File: src/hdl/crc8hc_pkg.sv
package crc8hc_pkg;

    // Frame limits
    localparam int unsigned MAX_DATA_BYTES = 255;
    localparam int unsigned DATA_COUNT_W   = 9;

    // CRC-8 polynomial and framing characters
    localparam logic [7:0] CRC_POLY = 8'h07;
    localparam logic [7:0] SEP_CHAR = 8'h3F;  // '?'
    localparam logic [7:0] END_CHAR = 8'h23;  // '#'
    localparam logic [7:0] CHAR_ZERO = 8'h30; // '0'
    localparam logic [7:0] CHAR_A    = 8'h61; // 'a'

    typedef enum logic [1:0] {
        PH_DATA   = 2'd0,
        PH_SUFFIX = 2'd1,
        PH_DONE   = 2'd2
    } phase_t;

    typedef enum logic [2:0] {
        ST_OK       = 3'd0,
        ST_MISMATCH = 3'd1,
        ST_NO_SEP   = 3'd2,
        ST_ORDER    = 3'd3,
        ST_TOO_LONG = 3'd4
    } status_t;

    typedef struct packed {
        logic       crc_ok;
        logic [7:0] computed_crc;
        status_t    status;
    } result_t;

    // Advance the CRC by one byte, MSB first
    function automatic logic [7:0] crc8_byte(input logic [7:0] crc, input logic [7:0] b);
        logic [7:0] v;
        v = crc ^ b;
        for (int i = 0; i < 8; i++) begin
            if (v[7])
            begin
                v = {v[6:0], 1'b0} ^ CRC_POLY;
            end
            else
            begin
                v = {v[6:0], 1'b0};
            end
        end
        return v;
    endfunction

    // Lower-case hex character for one nibble
    function automatic logic [7:0] hex_char(input logic [3:0] n);
        logic [7:0] c;
        if (n < 4'd10)
        begin
            c = CHAR_ZERO + {4'd0, n};
        end
        else
        begin
            c = CHAR_A + {4'd0, n} - 8'd10;
        end
        return c;
    endfunction

endpackage

File: src/hdl/crc8hc_frame.sv
module crc8hc_frame (
    input  logic                clk,
    input  logic                rst_n,
    input  logic                take,
    input  logic [7:0]          byte_in,
    input  logic                last_in,
    output crc8hc_pkg::result_t result
);

    logic [7:0]                            crc_reg, crc_next;
    crc8hc_pkg::phase_t                    phase_reg, phase_next;
    logic [crc8hc_pkg::DATA_COUNT_W-1:0]   data_count_reg, data_count_next;
    logic [1:0]                            suffix_count_reg, suffix_count_next;
    logic [7:0]                            suffix_hi_reg, suffix_hi_next;
    logic [7:0]                            suffix_lo_reg, suffix_lo_next;
    logic                                  order_error_reg, order_error_next;
    logic                                  text_match;

    // Work out the frame state after this byte
    always_comb
    begin
        crc_next          = crc_reg;
        phase_next        = phase_reg;
        data_count_next   = data_count_reg;
        suffix_count_next = suffix_count_reg;
        suffix_hi_next    = suffix_hi_reg;
        suffix_lo_next    = suffix_lo_reg;
        order_error_next  = order_error_reg;
        case (phase_reg)
            crc8hc_pkg::PH_DATA:
            begin
                if (byte_in == crc8hc_pkg::SEP_CHAR)
                begin
                    phase_next = crc8hc_pkg::PH_SUFFIX;
                end
                else
                begin
                    if (byte_in == crc8hc_pkg::END_CHAR)
                    begin
                        order_error_next = 1'b1;
                    end
                    crc_next = crc8hc_pkg::crc8_byte(crc_reg, byte_in);
                    if (data_count_reg <= crc8hc_pkg::DATA_COUNT_W'(crc8hc_pkg::MAX_DATA_BYTES))
                    begin
                        data_count_next = data_count_reg + 1'b1;
                    end
                end
            end
            crc8hc_pkg::PH_SUFFIX:
            begin
                if (byte_in == crc8hc_pkg::END_CHAR)
                begin
                    phase_next = crc8hc_pkg::PH_DONE;
                end
                else
                begin
                    if (suffix_count_reg == 2'd0)
                    begin
                        suffix_hi_next = byte_in;
                    end
                    else if (suffix_count_reg == 2'd1)
                    begin
                        suffix_lo_next = byte_in;
                    end
                    if (suffix_count_reg != 2'd3)
                    begin
                        suffix_count_next = suffix_count_reg + 2'd1;
                    end
                end
            end
            default:
            begin
                // ignore the tail after the closing '#'
            end
        endcase
    end

    // Judge the frame from the updated state
    assign text_match = (suffix_count_next == 2'd2)
                     && (suffix_hi_next == crc8hc_pkg::hex_char(crc_next[7:4]))
                     && (suffix_lo_next == crc8hc_pkg::hex_char(crc_next[3:0]));

    always_comb
    begin
        if (phase_next == crc8hc_pkg::PH_DATA)
        begin
            result.status = crc8hc_pkg::ST_NO_SEP;
        end
        else if (order_error_next)
        begin
            result.status = crc8hc_pkg::ST_ORDER;
        end
        else if (data_count_next > crc8hc_pkg::DATA_COUNT_W'(crc8hc_pkg::MAX_DATA_BYTES))
        begin
            result.status = crc8hc_pkg::ST_TOO_LONG;
        end
        else if (text_match)
        begin
            result.status = crc8hc_pkg::ST_OK;
        end
        else
        begin
            result.status = crc8hc_pkg::ST_MISMATCH;
        end
        result.crc_ok       = (result.status == crc8hc_pkg::ST_OK);
        result.computed_crc = crc_next;
    end

    // Hold the frame state; clear it after the last byte
    always_ff @(posedge clk or negedge rst_n)
    begin
        if (!rst_n)
        begin
            crc_reg          <= '0;
            phase_reg        <= crc8hc_pkg::PH_DATA;
            data_count_reg   <= '0;
            suffix_count_reg <= '0;
            suffix_hi_reg    <= '0;
            suffix_lo_reg    <= '0;
            order_error_reg  <= 1'b0;
        end
        else if (take)
        begin
            if (last_in)
            begin
                crc_reg          <= '0;
                phase_reg        <= crc8hc_pkg::PH_DATA;
                data_count_reg   <= '0;
                suffix_count_reg <= '0;
                suffix_hi_reg    <= '0;
                suffix_lo_reg    <= '0;
                order_error_reg  <= 1'b0;
            end
            else
            begin
                crc_reg          <= crc_next;
                phase_reg        <= phase_next;
                data_count_reg   <= data_count_next;
                suffix_count_reg <= suffix_count_next;
                suffix_hi_reg    <= suffix_hi_next;
                suffix_lo_reg    <= suffix_lo_next;
                order_error_reg  <= order_error_next;
            end
        end
    end

endmodule

File: config.mk
export PLATFORM = sky130hd
export DESIGN_NAME = crc8hc_frame
export DESIGN_NICKNAME = d
export VERILOG_FILES = /design/src/hdl/crc8hc_pkg.sv /design/src/hdl/crc8hc_frame.sv
export SDC_FILE = /design/constraint.sdc
export NUM_CORES = 1
export LEC_CHECK = 0
export BUFFER_PORTS_ARGS = -buffer_cell sky130_fd_sc_hd__buf_2
export CAP_MARGIN = 20
export CORE_MARGIN = 1.5
export CORE_UTILIZATION = 47
export DETAILED_ROUTE_END_ITERATION = 8
export GPL_TIMING_DRIVEN = 0
export PLACE_DENSITY_LB_ADDON = 0.1
export REMOVE_ABC_BUFFERS = 1
export SYNTH_ARGS = -nofsm -noshare
export SYNTH_HDL_FRONTEND = slang
export SYNTH_SLANG_ARGS = --single-unit
File: constraint.sdc
create_clock -name clk -period 7 [get_ports clk]
set_clock_uncertainty 0.2 [all_clocks]
set_input_delay 1.05 -clock clk [delete_from_list [all_inputs] [get_ports clk]]
set_output_delay 1.05 -clock clk [all_outputs]
set_load 0.005 [all_outputs]
---- Yosys cells after proc, flatten, opt, wreduce, memory -nomap -nowiden ----
Cells that the tools add are included.
W data, S select, Z words.
word-level totals
  output and inout port bits .............. 12
  logic and storage cells ................. 98
  bits in registers ....................... 38
cells by class
  eq/ne operators ......................... 8
  reduce and logical (&&, ||, !) cells .... 6
  add/subtract/negate cells ............... 8
  multiplexer cells ....................... 56
  magnitude comparators ................... 4
  bitwise logic cells ..................... 9
operator list
  operator               number
  $mux W8                28
  $mux W9                4
  $mux W3                11
  $not A3 Y3             8
  $add A7 B4 Y8 const A  2
  $eq A8 B6 Y1 const B   2
  $eq A8 B8 Y1           2
  $sub A8 B4 Y8 const B  2
  $add A6 B4 Y7 const A  2
  $mux W2                7
  $add A9 B1 Y9 const B  1
  $gt A9 B8 Y1 const B   1
  $le A9 B8 Y1 const B   1
  $lt A4 B4 Y1 const B   2
  $xor A8 B8 Y8          1
  $logic_not A2 Y1       3
  $mux W1                5
  $eq A2 B1 Y1 const B   2
  $pmux W2 S2            1
  $logic_not A3 Y1       1
  $add A2 B1 Y2 const B  1
  $eq A2 B2 Y1 const B   1
  $logic_and A1 B1 Y1    2
  $ne A2 B2 Y1 const B   1

---- Logic depth before layout (Yosys ltp) ----
  depth in word-level cells ............... 44
  depth in mapped cells ................... 13
  gate-level depth less buffers ........... 12

---- Least setup slack after synthesis ----
No wires, ideal clock.
  path kind ............................... input to output
  start point ............................. input port byte_in[6]
  end point ............................... output port result[0] in the netlist's numbering
  data required time ...................... 5.750 ns
  path slack .............................. 2.113 ns
  stages .................................. 11
  arrival ................................. 3.637 ns
  path through ............................ buf_2 -> xnor3_2 -> xnor3_2 -> mux2i_1 -> ha_1 -> nor2b_1 -> a221oi_1 -> a22oi_1 -> a21o_1 -> o41ai_2 -> a21oi_1
RTL lines
  item         line               source
  from (decl)  crc8hc_frame.sv:5  input logic [7:0] byte_in,
  to (decl)    crc8hc_frame.sv:7  output crc8hc_pkg::result_t result

==> out/summary.txt <==
Rel. slew slack - 40.6%
Post-Layout Cell Count - 380
vias per cell - 5.75
IO Count - 24
largest net degree at the start of global routing - 39
CTS tree - built
LEAKAGE - 1.29 nW
HP Class - reg -> reg
CP required - 5750 ps
worst vdd ir - 0.191 mV
Max stage delay on crit path - 540 ps
Max Buffers Root-to-Sink - 2
Worst path slowest cell - o21ai_1
Post-Layout Inst Area - 2940 um2
Synth async-reset ratio - 100%
Power Density - 396 nW/um2
core region area - 5510 um2
fin nets - 322
CTS Buf Count - 5
Avg Synthesized Cell Area - 9.36 um2
Detailed Routing Iterations Pass 1 - 4
Syn Inst Count - 288
Synth Flop Type - dfrtp_1
cts hold-fix bufs - 0
Post-Route WL - 6.37 mm
share of cells above drive strength 1 - 13.3%
worst slew pin tran - 891 ps
vias in the first global route - 2,198
Netlist cell types - 55
FMAX - 181 MHz
final worst slack - 1460 ps
Power Total - 1.16 mW
crit path max fanout - 10
Initial Util - 49.0%
Largest register FFs - 9
Final Max Slew Viols - 0
Post-synth EDFFs - 0
CP top delay family - compound AO/OA/AOI/OAI gates
crit path DAT - 4290 ps
Crit path buffers/inverters - 2
Final Setup Violations - 0
full die area - 6200 um2
period utilisation layout - 79.1%
Worst-Skew Late Latency - 290 ps
initial antenna violation count - 0
Ys Warns - 0
register bit total from synthesis - 38
Yosys top cell by area - dfrtp_1
sequential element share of the synthesized area - 35.3%
# resized after CTS - 0
Die Y - 78.7 um
critical-path cell list - buf_2 -> nand4b_1 -> o21ai_1 -> nor2_1 -> xnor2_1 -> ha_1 -> nor2b_1 -> a221oi_1 -> a22oi_1 -> a21o_1 -> o41ai_2 -> a21oi_1 -> buf_2
Synth-to-Final Area Change - 9.00%
# rows - 27
placed insts - 372
# DRC - 0
clock-pin transition on the worst setup and hold timing paths - 70 ps
Synth Cell Area - 2700 um2
ranking of synthesized cells by area - dfrtp_1 35%, xnor2_1 7.1%, a22o_1 5.2%
wire length per cell - 16.8 um
most numerous cell on the critical path - buf_2
Setup TNS Final - 0 ps
final hold vios - 0
H-Tree Depth - 2
pre-CTS WS - 1450 ps
grt ovf - 0
port buffer count - 23
Worst Setup End Kind - output port
run status - finished clean
HPWL Detailed - 4.57 mm
CTS root buf - clkbuf_8
Max-Cap Viols - 0
Worst setup SP type - input port
n_diodes - 0
min Tclk post-route - 5540 ps
All-Layer GR Usage - 22.6%
Die W - 78.7 um
WS Path Type - in -> out
Synth top area share - 35.3%
DP Area - 2850 um2
gpl congestion - 0.835
first-pass GRT wire length - 10.7 mm
Final ANT Viol Nets - 0
DR vias - 2,184
clk sink count - 38
RSZ-0062 raised after global routing - no
DR iter-0 viols - 127
setup repair bufs after CTS - 0
## Yosys cell counts, types with 2 or more instances
| cell | count |
|---|---|
| nor3_1 | 6 |
| nand2b_1 | 4 |
| nor2_1 | 23 |
| nand4b_1 | 2 |
| a211oi_1 | 3 |
| nor4b_1 | 2 |
| a22o_1 | 16 |
| xnor3_2 | 2 |
| xor2_1 | 10 |
| o21a_1 | 2 |
| a21oi_1 | 11 |
| buf_2 | 6 |
| nand2_1 | 18 |
| nand3_1 | 10 |
| mux2i_1 | 13 |
| ha_1 | 3 |
| a221oi_1 | 2 |
| xnor2_1 | 22 |
| and2_1 | 2 |
| o211ai_1 | 4 |
| nand4_1 | 3 |
| o22ai_1 | 8 |
| or3_1 | 3 |
| o21ai_0 | 8 |
| a31oi_1 | 2 |
| o21ai_1 | 3 |
| dfrtp_1 | 38 |
| xnor3_1 | 3 |
| and3_1 | 3 |
| nor2b_1 | 3 |
| a21boi_0 | 4 |
| inv_1 | 22 |
| clkbuf_1 | 5 |
## path summary, 6_finish.rpt
check                      slack (ps)  cells after the start             start                end
min reg2reg                       290                      1  suffix_hi_reg[7]   suffix_hi_reg[7]
max                              1460                     13        byte_in[2]          result[0]
min in group asynchronous         670                      1             rst_n         crc_reg[0]
max in group asynchronous        5370                      1             rst_n   suffix_lo_reg[5]
max reg2reg                      3980                      8      phase_reg[0]  data_count_reg[7]
min                               290                      1  suffix_hi_reg[7]   suffix_hi_reg[7]
## area by class of cell
type / count / area, um2
clock buffers: 5 / 68.8
multi-input cells: 216 / 1600
inverters: 22 / 82.6
fillers: 527 / 2570
repair buffers: 24 / 123
clock inverters: 3 / 21.3
well taps: 72 / 90.1
flip-flops and latches: 38 / 951
## layer usage
metal  up-vias  global-route usage, %  routed length [um]
met1      1054                   29.2                3060
met2        39                   38.3                3030
met3         9                   4.02                 169
met5         -                      0                   0
li1       1082                      -                   -
met4         0                   7.32                 102
## cell families (layout without fill, tap and decap cells)
group / count (synthesis) / after routing / synth area share, %
flip-flops: 38 / 38 / 35.3
buffers and inverters: 34 / 54 / 5.29
XOR/XNOR: 37 / 37 / 14.7
multiplexers: 15 / 15 / 6.08
adder cells (fa/ha/maj): 3 / 3 / 1.39
AND/OR/NAND/NOR: 85 / 85 / 16.3
AO/OA/AOI/OAI: 76 / 76 / 21.0
## through the flow
step                hold slack, ps  utilization, %
finish                         291            53.4
global placement               280            51.6
CTS                            298            53.4
floorplan                      257               -
global route                   317            53.4
detailed placement             279            51.7
## cell usage in the layout (no fill, tap or decap), types with 4 or more instances in the layout
cell,n
nand3_1,10
nor3_1,6
xnor2_1,22
dfrtp_1,38
o21ai_0,8
a22o_1,16
o211ai_1,4
xor2_1,10
a21oi_1,11
inv_1,22
a21boi_0,4
clkbuf_8,5
buf_2,23
mux2i_1,13
o22ai_1,8
nand2_1,18
nand2b_1,4
nor2_1,23
## where the power goes
part	internal, mW	switching (mW)
clock network	0.0700	0.0847
logic	0.328	0.386
registers	0.255	0.0393
total	0.653	0.510
(Power assumes the default switching activity.)
